$ cat src/rtl/core/civil_date_to_packed_segment_id_top_macros.svh
// Assertion macros for the civil date to packed segment id block.
`ifndef CIVIL_DATE_TO_PACKED_SEGMENT_ID_TOP_MACROS_SVH
`define CIVIL_DATE_TO_PACKED_SEGMENT_ID_TOP_MACROS_SVH

// Same-cycle implication, checked only outside reset.
`define CDPSID_ASSERT_IMP(lbl, ante, cons) \
	lbl: assert property (@(posedge clk) disable iff (!arst_n) (ante) |-> (cons)) \
		else $error("cdpsid same-cycle check failed");

// Next-cycle implication, checked only outside reset.
`define CDPSID_ASSERT_NXT(lbl, ante, cons) \
	lbl: assert property (@(posedge clk) disable iff (!arst_n) (ante) |=> (cons)) \
		else $error("cdpsid next-cycle check failed");

`endif

$ cat src/rtl/core/cdpsid_pkg.sv
// Package: field layout, reciprocal constants, status codes and date tables.
package cdpsid_pkg;

	// Packing widths of the id
	localparam int SEQ_WIDTH = 15;
	localparam int CYC_WIDTH = 16;
	localparam int ID_W      = 63;
	localparam int EM_WIDTH  = ID_W - CYC_WIDTH - SEQ_WIDTH;

	// Input field widths and tdata layout
	localparam int DW_W       = 27;
	localparam int ST_W       = 14;
	localparam int CL_W       = 20;
	localparam int SN_W       = 20;
	localparam int DW_LSB     = 0;
	localparam int ST_LSB     = DW_LSB + DW_W;
	localparam int CL_LSB     = ST_LSB + ST_W;
	localparam int SN_LSB     = CL_LSB + CL_W;
	localparam int IN_BITS    = SN_LSB + SN_W;
	localparam int IN_TDATA_W = ((IN_BITS + 7) / 8) * 8;
	localparam int OUT_TDATA_W = ((ID_W + 7) / 8) * 8;
	localparam int STATUS_W   = 3;

	// Bounds
	localparam logic [63:0]     EM_MAX  = (64'd1 << EM_WIDTH) - 64'd1;
	localparam logic [CL_W-1:0] CYC_MAX = CL_W'((64'd1 << CYC_WIDTH) - 64'd1);
	localparam logic [SN_W-1:0] SEQ_MAX = SN_W'((64'd1 << SEQ_WIDTH) - 64'd1);

	// Exact reciprocals: ceil(2^k / d), error term small enough for the input range
	localparam logic [63:0] RECIP_10K_64 = ((64'd1 << 41) + 64'd9999) / 64'd10000;
	localparam logic [27:0] RECIP_10K    = RECIP_10K_64[27:0];
	localparam logic [63:0] RECIP_100_64 = ((64'd1 << 21) + 64'd99) / 64'd100;
	localparam logic [14:0] RECIP_100    = RECIP_100_64[14:0];
	// Shared by /25 (shift 16) and /100 (shift 18) of a 12-bit value
	localparam logic [63:0] RECIP_Q4_64  = ((64'd1 << 16) + 64'd24) / 64'd25;
	localparam logic [11:0] RECIP_Q4     = RECIP_Q4_64[11:0];

	// Day count offsets: one 400-year era (added by the year shift) plus 1970-01-01
	localparam logic [63:0] EPOCH_OFS_64 = 64'd146097 + 64'd719468;
	localparam logic [19:0] EPOCH_OFS    = EPOCH_OFS_64[19:0];
	localparam logic [13:0] YEAR_SHIFT   = 14'd400;
	localparam logic [13:0] MIN_PER_DAY  = 14'd1440;

	typedef enum logic [STATUS_W-1:0] {
		ST_OK        = 3'd0,
		ST_EMPTY     = 3'd1,
		ST_BAD_DATE  = 3'd2,
		ST_BAD_TIME  = 3'd3,
		ST_RANGE     = 3'd4,
		ST_BAD_CYCLE = 3'd5,
		ST_BAD_SEQ   = 3'd6
	} status_t;

	// Fields that ride along the pipeline untouched once set
	typedef struct packed {
		logic            empty;
		logic            bad_time;
		logic            bad_date;
		logic [13:0]     tod;
		logic [CL_W-1:0] cyc;
		logic [SN_W-1:0] seq;
	} side_t;

	// Days in a month; month outside 1..12 gives 0
	function automatic logic [4:0] month_len(input logic [6:0] mon, input logic leap);
		logic [4:0] len;
		unique case (mon)
			7'd1, 7'd3, 7'd5, 7'd7, 7'd8, 7'd10, 7'd12: len = 5'd31;
			7'd4, 7'd6, 7'd9, 7'd11:                    len = 5'd30;
			7'd2:                                       len = leap ? 5'd29 : 5'd28;
			default:                                    len = 5'd0;
		endcase
		return len;
	endfunction

	// Days from March 1 to the first of the month, year starting in March
	function automatic logic [8:0] doy_base(input logic [6:0] mon);
		logic [8:0] base;
		unique case (mon)
			7'd3:    base = 9'd0;
			7'd4:    base = 9'd31;
			7'd5:    base = 9'd61;
			7'd6:    base = 9'd92;
			7'd7:    base = 9'd122;
			7'd8:    base = 9'd153;
			7'd9:    base = 9'd184;
			7'd10:   base = 9'd214;
			7'd11:   base = 9'd245;
			7'd12:   base = 9'd275;
			7'd1:    base = 9'd306;
			7'd2:    base = 9'd337;
			default: base = 9'd0;
		endcase
		return base;
	endfunction

endpackage

$ cat src/rtl/core/civil_date_to_packed_segment_id_top.sv
// Top level: civil date and time to packed segment id conversion pipeline.
//
// Usage:
//   Input channel s_axis carries one request per transaction: a decimal yyyymmdd date,
//   a decimal hhmm start time, a cycle length in minutes and a sequence number.
//   Output channel m_axis returns one transaction per request, in order: the 63-bit
//   packed id (epoch minutes, cycle, sequence) in tdata and a status code in tuser.
//   Any failed check gives a nonzero status and an id of zero.
// Timing:
//   Ten register stages; the last is the output register that drives m_axis. One
//   request per cycle is sustained while m_axis_tready stays high; the stage count is
//   set by the constant-reciprocal multipliers, each followed by a register.
// Reset:
//   arst_n clears all stage valid flags at once; data registers are not cleared.
// Backpressure:
//   Each stage loads when it is empty or the stage after it moves, so bubbles
//   collapse. s_axis_tready drops only when every stage holds a request and the
//   result in the output register is not being taken.
`include "civil_date_to_packed_segment_id_top_macros.svh"

module civil_date_to_packed_segment_id_top (
	input  logic                                clk,
	input  logic                                arst_n,
	input  logic                                s_axis_tvalid,
	output logic                                s_axis_tready,
	// date_word[26:0], start_time[40:27], cycle_len[60:41], seq_number[80:61], zeros
	input  logic [cdpsid_pkg::IN_TDATA_W-1:0]   s_axis_tdata,
	output logic                                m_axis_tvalid,
	input  logic                                m_axis_tready,
	// packed_id[62:0], zero
	output logic [cdpsid_pkg::OUT_TDATA_W-1:0]  m_axis_tdata,
	// status[2:0]
	output logic [cdpsid_pkg::STATUS_W-1:0]     m_axis_tuser
);
	import cdpsid_pkg::*;

	localparam int NSTG = 10;

	// Stage valid flags and per-stage load enables
	logic [NSTG:1] vld_q;
	logic [NSTG:1] adv;

	always_comb begin
		adv[NSTG] = !vld_q[NSTG] || m_axis_tready;
		for (int k = NSTG - 1; k >= 1; k--) begin
			adv[k] = !vld_q[k] || adv[k+1];
		end
	end

	assign s_axis_tready = adv[1];

	always_ff @(posedge clk or negedge arst_n) begin
		if (!arst_n) begin
			vld_q <= '0;
		end else begin
			if (adv[1]) begin
				vld_q[1] <= s_axis_tvalid;
			end
			for (int k = 2; k <= NSTG; k++) begin
				if (adv[k]) begin
					vld_q[k] <= vld_q[k-1];
				end
			end
		end
	end

	// Stage 1: capture the request
	logic [DW_W-1:0] dw_s1;
	logic [ST_W-1:0] st_s1;
	logic [CL_W-1:0] cyc_s1;
	logic [SN_W-1:0] seq_s1;

	always_ff @(posedge clk) begin
		if (adv[1]) begin
			dw_s1  <= s_axis_tdata[DW_LSB +: DW_W];
			st_s1  <= s_axis_tdata[ST_LSB +: ST_W];
			cyc_s1 <= s_axis_tdata[CL_LSB +: CL_W];
			seq_s1 <= s_axis_tdata[SN_LSB +: SN_W];
		end
	end

	// Stage 2: year = date / 10000, hour = time / 100 by reciprocal multiply
	logic [54:0]     prod_y;
	logic [28:0]     prod_h;
	logic [13:0]     yq_s2;
	logic [7:0]      hq_s2;
	logic [DW_W-1:0] dw_s2;
	logic [ST_W-1:0] st_s2;
	logic [CL_W-1:0] cyc_s2;
	logic [SN_W-1:0] seq_s2;

	assign prod_y = 55'(dw_s1) * 55'(RECIP_10K);
	assign prod_h = 29'(st_s1) * 29'(RECIP_100);

	always_ff @(posedge clk) begin
		if (adv[2]) begin
			yq_s2  <= prod_y[54:41];
			hq_s2  <= prod_h[28:21];
			dw_s2  <= dw_s1;
			st_s2  <= st_s1;
			cyc_s2 <= cyc_s1;
			seq_s2 <= seq_s1;
		end
	end

	// Stage 3: remainders mmdd and minutes
	logic [DW_W-1:0] md_full;
	logic [ST_W-1:0] mm_full;
	logic [13:0]     year_s3;
	logic [13:0]     md_s3;
	logic [7:0]      hh_s3;
	logic [6:0]      mm_s3;
	side_t           side_s3;

	assign md_full = dw_s2 - DW_W'(yq_s2) * DW_W'(10000);
	assign mm_full = st_s2 - ST_W'(hq_s2) * ST_W'(100);

	always_ff @(posedge clk) begin
		if (adv[3]) begin
			year_s3          <= yq_s2;
			md_s3            <= md_full[13:0];
			hh_s3            <= hq_s2;
			mm_s3            <= mm_full[6:0];
			side_s3.empty    <= (dw_s2 == '0);
			side_s3.bad_time <= 1'b0;
			side_s3.bad_date <= 1'b0;
			side_s3.tod      <= '0;
			side_s3.cyc      <= cyc_s2;
			side_s3.seq      <= seq_s2;
		end
	end

	// Stage 4: month = mmdd / 100, century = year / 100, time of day check
	logic [28:0] prod_m;
	logic [28:0] prod_c;
	logic [6:0]  mon_s4;
	logic [7:0]  yc_s4;
	logic [13:0] year_s4;
	logic [13:0] md_s4;
	side_t       side_c4;
	side_t       side_s4;

	assign prod_m = 29'(md_s3) * 29'(RECIP_100);
	assign prod_c = 29'(year_s3) * 29'(RECIP_100);

	always_comb begin
		side_c4          = side_s3;
		side_c4.bad_time = (hh_s3 > 8'd23) || (mm_s3 > 7'd59);
		side_c4.tod      = 14'(hh_s3) * 14'd60 + 14'(mm_s3);
	end

	always_ff @(posedge clk) begin
		if (adv[4]) begin
			mon_s4  <= prod_m[27:21];
			yc_s4   <= prod_c[28:21];
			year_s4 <= year_s3;
			md_s4   <= md_s3;
			side_s4 <= side_c4;
		end
	end

	// Stage 5: day of month and leap year flag
	logic [13:0] day_full;
	logic [6:0]  day_s5;
	logic [6:0]  mon_s5;
	logic [13:0] year_s5;
	logic        leap_s5;
	side_t       side_s5;

	assign day_full = md_s4 - 14'(mon_s4) * 14'd100;

	always_ff @(posedge clk) begin
		if (adv[5]) begin
			day_s5  <= day_full[6:0];
			mon_s5  <= mon_s4;
			year_s5 <= year_s4;
			leap_s5 <= (year_s4[1:0] == 2'd0) &&
			           ((year_s4 != 14'(yc_s4) * 14'd100) || (yc_s4[1:0] == 2'd0));
			side_s5 <= side_s4;
		end
	end

	// Stage 6: date check, March-based year and day of year
	logic  [13:0] ys_s6;
	logic  [8:0]  doy_s6;
	side_t        side_c6;
	side_t        side_s6;

	always_comb begin
		side_c6          = side_s5;
		side_c6.bad_date = (mon_s5 == 7'd0) || (mon_s5 > 7'd12) || (day_s5 == 7'd0) ||
		                   (day_s5 > 7'(month_len(mon_s5, leap_s5)));
	end

	always_ff @(posedge clk) begin
		if (adv[6]) begin
			ys_s6   <= year_s5 + YEAR_SHIFT - 14'(mon_s5 <= 7'd2);
			doy_s6  <= doy_base(mon_s5) + 9'(day_s5) - 9'd1;
			side_s6 <= side_c6;
		end
	end

	// Stage 7: year days and the quarter-year product shared by /100 and /400
	logic [11:0] q4_s7;
	logic [22:0] base_s7;
	logic [23:0] p_s7;
	side_t       side_s7;

	always_ff @(posedge clk) begin
		if (adv[7]) begin
			q4_s7   <= ys_s6[13:2];
			base_s7 <= 23'(ys_s6) * 23'd365 + 23'(doy_s6);
			p_s7    <= 24'(ys_s6[13:2]) * 24'(RECIP_Q4);
			side_s7 <= side_s6;
		end
	end

	// Stage 8: days since 1970-01-01, may be negative
	logic [24:0] days_full;
	logic [23:0] days_s8;
	side_t       side_s8;

	assign days_full = 25'(base_s7) + 25'(q4_s7) - 25'(p_s7[23:16]) + 25'(p_s7[23:18])
	                 - 25'(EPOCH_OFS);

	always_ff @(posedge clk) begin
		if (adv[8]) begin
			days_s8 <= days_full[23:0];
			side_s8 <= side_s7;
		end
	end

	// Stage 9: epoch minutes, two's complement
	localparam int EMC_W = 35;
	logic [EMC_W-1:0] em_s9;
	side_t            side_s9;

	always_ff @(posedge clk) begin
		if (adv[9]) begin
			em_s9   <= {{(EMC_W-24){days_s8[23]}}, days_s8} * EMC_W'(MIN_PER_DAY)
			         + EMC_W'(side_s8.tod);
			side_s9 <= side_s8;
		end
	end

	// Stage 10: status priority and id packing into the output register
	logic [63:0]   em_ext;
	logic          em_bad;
	logic [63:0]   id_full;
	status_t       status_c;
	status_t       status_q;
	logic [ID_W-1:0] id_q;

	assign em_ext  = 64'(em_s9);
	assign em_bad  = em_s9[EMC_W-1] || (em_ext > EM_MAX);
	assign id_full = (em_ext << (CYC_WIDTH + SEQ_WIDTH)) | (64'(side_s9.cyc) << SEQ_WIDTH)
	               | 64'(side_s9.seq);

	always_comb begin
		if (side_s9.empty) begin
			status_c = ST_EMPTY;
		end else if (side_s9.bad_date) begin
			status_c = ST_BAD_DATE;
		end else if (side_s9.bad_time) begin
			status_c = ST_BAD_TIME;
		end else if (em_bad) begin
			status_c = ST_RANGE;
		end else if ((side_s9.cyc == '0) || (side_s9.cyc > CYC_MAX)) begin
			status_c = ST_BAD_CYCLE;
		end else if (side_s9.seq > SEQ_MAX) begin
			status_c = ST_BAD_SEQ;
		end else begin
			status_c = ST_OK;
		end
	end

	always_ff @(posedge clk) begin
		if (adv[10]) begin
			status_q <= status_c;
			id_q     <= (status_c == ST_OK) ? id_full[ID_W-1:0] : '0;
		end
	end

	assign m_axis_tvalid = vld_q[NSTG];
	assign m_axis_tdata  = OUT_TDATA_W'(id_q);
	assign m_axis_tuser  = status_q;

	// Output transaction classes seen by the checks below
	logic out_err;
	logic out_ok;

	assign out_err = m_axis_tvalid && (m_axis_tuser != ST_OK);
	assign out_ok  = m_axis_tvalid && (m_axis_tuser == ST_OK);

	// Input is held off only behind a stalled, full pipeline
	`CDPSID_ASSERT_IMP(a_ready_only_stalls, !s_axis_tready, m_axis_tvalid && !m_axis_tready)
	// A failed request never carries an id
	`CDPSID_ASSERT_IMP(a_err_zero_id, out_err, m_axis_tdata == '0)
	// An accepted id always holds a nonzero cycle field
	`CDPSID_ASSERT_IMP(a_ok_has_cycle, out_ok, m_axis_tdata[SEQ_WIDTH +: CYC_WIDTH] != '0)

endmodule

$ cat config.mk
export PLATFORM = sky130hd
export DESIGN_NAME = civil_date_to_packed_segment_id_top
export DESIGN_NICKNAME = d
export VERILOG_FILES = /design/src/rtl/core/cdpsid_pkg.sv /design/src/rtl/core/civil_date_to_packed_segment_id_top.sv
export VERILOG_INCLUDE_DIRS = /design/src /design/src/rtl/core
export SDC_FILE = /design/constraint.sdc
export NUM_CORES = 2
export LEC_CHECK = 0
export BUFFER_PORTS_ARGS = -buffer_cell sky130_fd_sc_hd__buf_2
export CORE_ASPECT_RATIO = 1.2
export CORE_UTILIZATION = 29
export DETAILED_ROUTE_END_ITERATION = 7
export HOLD_SLACK_MARGIN = 0.08
export PLACE_DENSITY = 0.55
export REMOVE_ABC_BUFFERS = 1
export SLEW_MARGIN = 0
export SYNTH_ARGS = -nofsm -noshare
export SYNTH_HDL_FRONTEND = slang
export SYNTH_SLANG_ARGS = --single-unit
$ cat constraint.sdc
create_clock -name clk -period 12.05 [get_ports clk]
set_clock_uncertainty 0.1 [all_clocks]
set_input_delay 1.205 -clock clk [delete_from_list [all_inputs] [get_ports clk]]
set_output_delay 1.205 -clock clk [all_outputs]
set_load 0.1 [all_outputs]
# Yosys cells after proc, flatten, opt, wreduce, memory -nomap -nowiden
# Memories as Yosys holds them, arrays and structs flattened. A register that Yosys moved wholly into a read port is not among the register bits.
# Index checks and enable logic that the tools add are counted.
[word_totals] wordCells=176 output_inout_bits=69 register_bits=868 mem_count=1 romBits=144
[op_classes] addsub=14 mul=12 eq_ne=13 n_bitwise=2 reduce_logical=38 muxes=11 order_cmp=8
[mem_list] memory="(no name shown)" words=16 width=9 rd=1 rd_ports_with_merged_regs=1 wr=0 line="cdpsid_pkg.sv:79" source="unique case (mon)"
[op_table] cell="63-bit by 20-bit bitwise OR with 63-bit output" n=1
[op_table] cell="63-bit by 35-bit bitwise OR with 63-bit output" n=1
[op_table] cell="14-bit by 13-bit multiplier with 27-bit output (second input constant)" n=2
[op_table] cell="27-bit by 27-bit multiplier with 54-bit output (second input constant)" n=1
[op_table] cell="35-bit by 14-bit adder with 35-bit output" n=1
[op_table] cell="7-bit by 4-bit == test with 1-bit output (second input constant)" n=5
[op_table] cell="35-bit by 32-bit greater-than comparator with 1-bit output (second input constant)" n=1
[op_table] cell="35-bit by 6-bit multiplier with 30-bit output (second input constant)" n=1
[op_table] cell="7-bit by 3-bit == test with 1-bit output (second input constant)" n=4
[op_table] cell="27-bit logical NOT" n=1
[op_table] cell="14-bit by 13-bit multiplier with 26-bit output (second input constant)" n=1
[op_table] cell="23-bit by 12-bit adder with 24-bit output" n=1
[op_table] cell="24-bit by 6-bit adder with 24-bit output" n=1
[op_table] cell="24-bit by 20-bit subtractor with 24-bit output (second input constant)" n=1
[op_table] cell="24-bit by 8-bit subtractor with 24-bit output" n=1
[op_table] cell="23-bit by 9-bit adder with 23-bit output" n=1
[op_table] cell="12-bit by 11-bit multiplier with 23-bit output (second input constant)" n=1
[op_table] cell="14-bit by 9-bit multiplier with 23-bit output (second input constant)" n=1
[op_table] cell="20-bit by 15-bit greater-than comparator with 1-bit output (second input constant)" n=1
[op_table] cell="20-bit by 16-bit greater-than comparator with 1-bit output (second input constant)" n=1
[op_table] cell="20-bit logical NOT" n=1
[op_table] cell="3-bit two-way mux" n=6
[op_table] cell="9-bit two-way mux" n=2
[op_table] cell="1-bit logical OR" n=17
[op_table] cell="30 further kinds" n=44

# Logic depth before layout (Yosys ltp)
[depth] word_depth=11 mapped_depth=25

# Worst setup path before layout
# Ideal clock, no wire load.
[synth_path] path_kind="input to register" start="input port m_axis_tready" end="register cyc_s1[0] (enable)" t_required_ns=10.422 slack_ns=0.043 cell_stages=6 arrival_time_ns=10.379 path_cell_list="nor2b_1 -> nand3_1 -> nor2_1 -> nand3_1 -> nor2_1 -> nand4_1"
[synth_between] elab_chain_cells=10
[synth_lines] item="start, declared" line="civil_date_to_packed_segment_id_top.sv:29" source="input logic m_axis_tready,"
[synth_lines] item="1-bit logical OR" line="civil_date_to_packed_segment_id_top.sv:44" source="adv[NSTG] = !vld_q[NSTG] || m_axis_tready;"
[synth_lines] item="1-bit logical OR (2 in series)" line="civil_date_to_packed_segment_id_top.sv:46" source="adv[k] = !vld_q[k] || adv[k+1];"
[synth_lines] item="net adv (one bit)" line="civil_date_to_packed_segment_id_top.sv:41" source="logic [NSTG:1] adv;"
[synth_lines] item="1-bit logical OR (3 in series)" line="civil_date_to_packed_segment_id_top.sv:46"
[synth_lines] item="net adv (one bit)" line="civil_date_to_packed_segment_id_top.sv:41"
[synth_lines] item="1-bit logical OR (4 in series)" line="civil_date_to_packed_segment_id_top.sv:46"
[synth_lines] item="net s_axis_tready" line="civil_date_to_packed_segment_id_top.sv:25" source="output logic s_axis_tready,"
[synth_lines] item="end signal, assigned" line="civil_date_to_packed_segment_id_top.sv:77" source="cyc_s1 <= s_axis_tdata[CL_LSB +: CL_W];"
[synth_lines] item="end, declared" line="civil_date_to_packed_segment_id_top.sv:70" source="logic [CL_W-1:0] cyc_s1;"
# The timed path passes the listed nets, and every way through them passes these cells.
# A chain may end at the register's enable or synchronous reset.

# Final worst setup path
[layout_path] start="register dw_s1[7]" end="register yq_s2[11] (data pin)"
[layout_between] elab_chain_cells=1
[layout_lines] item="start, declared" line="civil_date_to_packed_segment_id_top.sv:68" source="logic [DW_W-1:0] dw_s1;"
[layout_lines] item="start signal, assigned" line="civil_date_to_packed_segment_id_top.sv:75" source="dw_s1 <= s_axis_tdata[DW_LSB +: DW_W];"
[layout_lines] item="27-bit by 27-bit multiplier with 54-bit output" line="civil_date_to_packed_segment_id_top.sv:92" source="assign prod_y = 55'(dw_s1) * 55'(RECIP_10K);"
[layout_lines] item="net prod_y[52]" line="civil_date_to_packed_segment_id_top.sv:83" source="logic [54:0] prod_y;"
[layout_lines] item="end signal, assigned" line="civil_date_to_packed_segment_id_top.sv:97" source="yq_s2 <= prod_y[54:41];"
[layout_lines] item="end, declared" line="civil_date_to_packed_segment_id_top.sv:85" source="logic [13:0] yq_s2;"
# The timed path passes the listed nets, and every way through them passes these cells.

==> results.sh <==
export IMPL_h_tree_depth=3
export IMPL_period_needed_ns=7.91
export IMPL_drc=0
export IMPL_status="finished, final reports clean"
export IMPL_cts_inserted_buffers=96
export IMPL_crit_type="reg2reg"
export IMPL_synth_compound_area_share_pct=4.79
export IMPL_worst_pin_slew_ns=1.05
export IMPL_finalCoreUtilization_pct=32.6
export IMPL_clk_pin_slew_ns=0.06
export IMPL_n_antenna_cell=0
export IMPL_cp_required_ns=12.35
export IMPL_stdcell_count=8147
export IMPL_drt_total_wl_um=123000
export IMPL_io_pins=161
export IMPL_grt_max_degree=80
export IMPL_dieArea_um2=222000
export IMPL_final_common_cell="inv_1"
export IMPL_synthMuxAreaShare_pct=0.0804
export IMPL_core_area_um2=219000
export IMPL_synth_top_family_by_area="adder cells"
export IMPL_yosys_warnings=0
export IMPL_cts_num_sinks=862
export IMPL_io_buffers=152
export IMPL_timing_max_slew_rel_slack_pct=30.0
export IMPL_ys_seq_elements=862
export IMPL_wl_per_cell_um=15.1
export IMPL_grt_overflow=0
export IMPL_synth_simple_area_share_pct=4.03
export IMPL_antenna_found_initial=4
export IMPL_cts_tree="built"
export IMPL_die_y_um=516
export IMPL_synth_ff_type="edfxtp_1"
export IMPL_initial_utilization_pct=29.2
export IMPL_synth_top_area_share_pct=39.7
export IMPL_slew_violations=0
export IMPL_gp_congestion=0.881
export IMPL_placementRows=188
export IMPL_drt_iter0_markers=1213
export IMPL_clock_latency_ns=0.71
export IMPL_post_place_cells=7973
export IMPL_async_flop_share_pct=1.16
export IMPL_grt_first_pass_wirelength_um=199000
export IMPL_track_usage_pct=11.4
export IMPL_drive_above_1_share_pct=6.51
export IMPL_synth_cells=4974
export IMPL_ctsResizeCount=0
export IMPL_setup_viol=0
export IMPL_dp_hpwl_um=99800
export IMPL_yosysSeqAreaShare_pct=40.4
export IMPL_detailed_place_area_um2=68200
export IMPL_synth_edf_count=843
export IMPL_final_cell_mix="1,311 x inv_1, 935 x ha_1, 843 x edfxtp_1"
export IMPL_finalCritPeriodShare_pct=65.6
export IMPL_yosys_top_cells_area="edfxtp_1 40%, fa_1 22%, ha_1 18%, inv_1 7.7%, xnor2_1 2.1%"
export IMPL_post_cts_setup_buffers=0
export IMPL_nets=6937
export IMPL_num_fill_cells=21590
export IMPL_syn2layout_area_growth_pct=11.7
export IMPL_cap_violations=0
export IMPL_vias=34670
export IMPL_endpoint_kind="flip-flop"
export IMPL_yosys_area_top_type="edfxtp_1"
export IMPL_crit_path_start_kind="flip-flop"
export IMPL_synth_xor_area_share_pct=2.94
export IMPL_synthDistinctLibCells=83
export IMPL_final_cell_area_um2=71200
export IMPL_max_freq_mhz=126
export IMPL_clock_root_buffer="clkbuf_16"
export IMPL_rsz0062_at_grt="no"
export IMPL_ant_nets=0
export IMPL_syn_area_um2=63800
export IMPL_dr_pass1_iters=4
export IMPL_crit_path_max_fanout=9
export IMPL_clockBufferDepth=3
export IMPL_synth_adder_area_share_pct=40.0
export IMPL_syn_avg_cell_area_um2=12.8
export IMPL_die_width_um=430
export IMPL_fin_setup_tns_ns=0
export IMPL_vias_per_cell=4.26
export IMPL_grt_pass1_vias=37797
export IMPL_worstPathArrival_ns=8.20
export IMPL_hold_buffers=0
export IMPL_finalHoldViolCount=0
export IMPL_min_path_type="in2async"
## final cells by class
class | count | area, µm² | share of cell area (%)
tap | 2850 | 3570 | 5.01
timing repair buffer | 165 | 858 | 1.20
clock inverter | 57 | 518 | 0.727
multi-input combinational | 2782 | 33100 | 46.5
clock buffer | 117 | 2490 | 3.50
sequential | 862 | 25700 | 36.1
inverter | 1314 | 4940 | 6.93
## path summary, 6_finish.rpt
check                                           start                    end  slack, ns  depth (start not counted)
worst max-delay path               dw_s1[7]$_DFFE_PP_    yq_s2[11]$_DFFE_PP_       4.14                         23
min in group clk                side_s7[34]$_DFFE_PP_  side_s8[34]$_DFFE_PP_       0.31                          0
worst max register to register     dw_s1[7]$_DFFE_PP_    yq_s2[11]$_DFFE_PP_       4.14                         23
worst min-delay path                           arst_n   vld_q[1]$_DFFE_PN0P_       0.28                          1
max in group asynchronous                      arst_n   vld_q[2]$_DFFE_PN0P_      11.34                          1
worst min register to register  side_s7[34]$_DFFE_PP_  side_s8[34]$_DFFE_PP_       0.31                          0
## logic make-up (layout without fill, tap and decap cells)
family          count (synthesis)  after routing
buf+inv                      1330           1653
xor+xnor                      212            212
compound gates                452            452
mux                             5              5
simple gates                  488            488
flops                         862            862
fa+ha+maj                    1624           1624
other cells                     1              1
## synth_stat cells, types with 20 or more instances
| master | number |
|---|---|
| xor2_1 | 57 |
| inv_1 | 1314 |
| ha_1 | 935 |
| and2_1 | 65 |
| nand2_1 | 77 |
| nor4_1 | 20 |
| o21a_1 | 30 |
| nor2b_1 | 24 |
| a21oi_1 | 118 |
| xnor2_1 | 153 |
| edfxtp_1 | 843 |
| nand3_1 | 36 |
| nand2b_1 | 29 |
| nor3_1 | 41 |
| o21bai_1 | 25 |
| o21ai_0 | 54 |
| nor2_1 | 117 |
| fa_1 | 689 |
| a21o_1 | 90 |
## state kept, by name (all words and copies together), names as in the netlist, 20 cells and up, named ones only
register / flops
cyc_s2: 20
side_c6: 56
dw_s1: 27
side_s7: 57
days_s8: 24
seq_s1: 20
side_s4: 56
side_s6: 57
dw_s2: 27
side_s8: 57
side_c4: 41
side_s9: 43
cyc_s1: 20
id_q: 63
em_s9: 35
seq_s2: 20
base_s7: 23
## metrics by stage
step | setup slack (ns) | hold slack (ns)
detailed placement | 4.17 | 0.305
floorplan | 0.0428 | 0.300
global route | 3.80 | 0.233
finish | 4.14 | 0.278
global placement | 4.21 | 0.300
CTS | 4.07 | 0.211
## metal layers
metal / vias up / share of wire, % / GRT usage [%] / wire length, µm
li1: 16859 / - / - / -
met1: 17193 / 43 / 13.8 / 52900
met2: 453 / 52 / 20.9 / 63900
met3: 165 / 2.9 / 1.50 / 3630
met4: 0 / 2.4 / 3.17 / 2920
met5: - / 0 / 0 / 0
## critical path, cell delays in order, from the launching register on
cell and delay [ns]:
edfxtp_1 0.71, ha_1 0.72, fa_1 0.53, fa_1 0.59, inv_1 0.08, fa_1 0.53
inv_1 0.06, fa_1 0.52, fa_1 0.58, inv_1 0.07, fa_1 0.53, inv_1 0.04
ha_1 0.31, a21o_1 0.17, a21o_1 0.17, a21o_1 0.17, a21oi_1 0.31, nor2b_1 0.09
o21ai_0 0.18, o311a_1 0.18, o21ai_0 0.09, a31oi_2 0.50, o41ai_1 0.21, xnor2_1 0.15
Power is left out: the tool's default activity adds up to more than one toggle a clock period on the data nets, which glitch-free logic cannot reach.
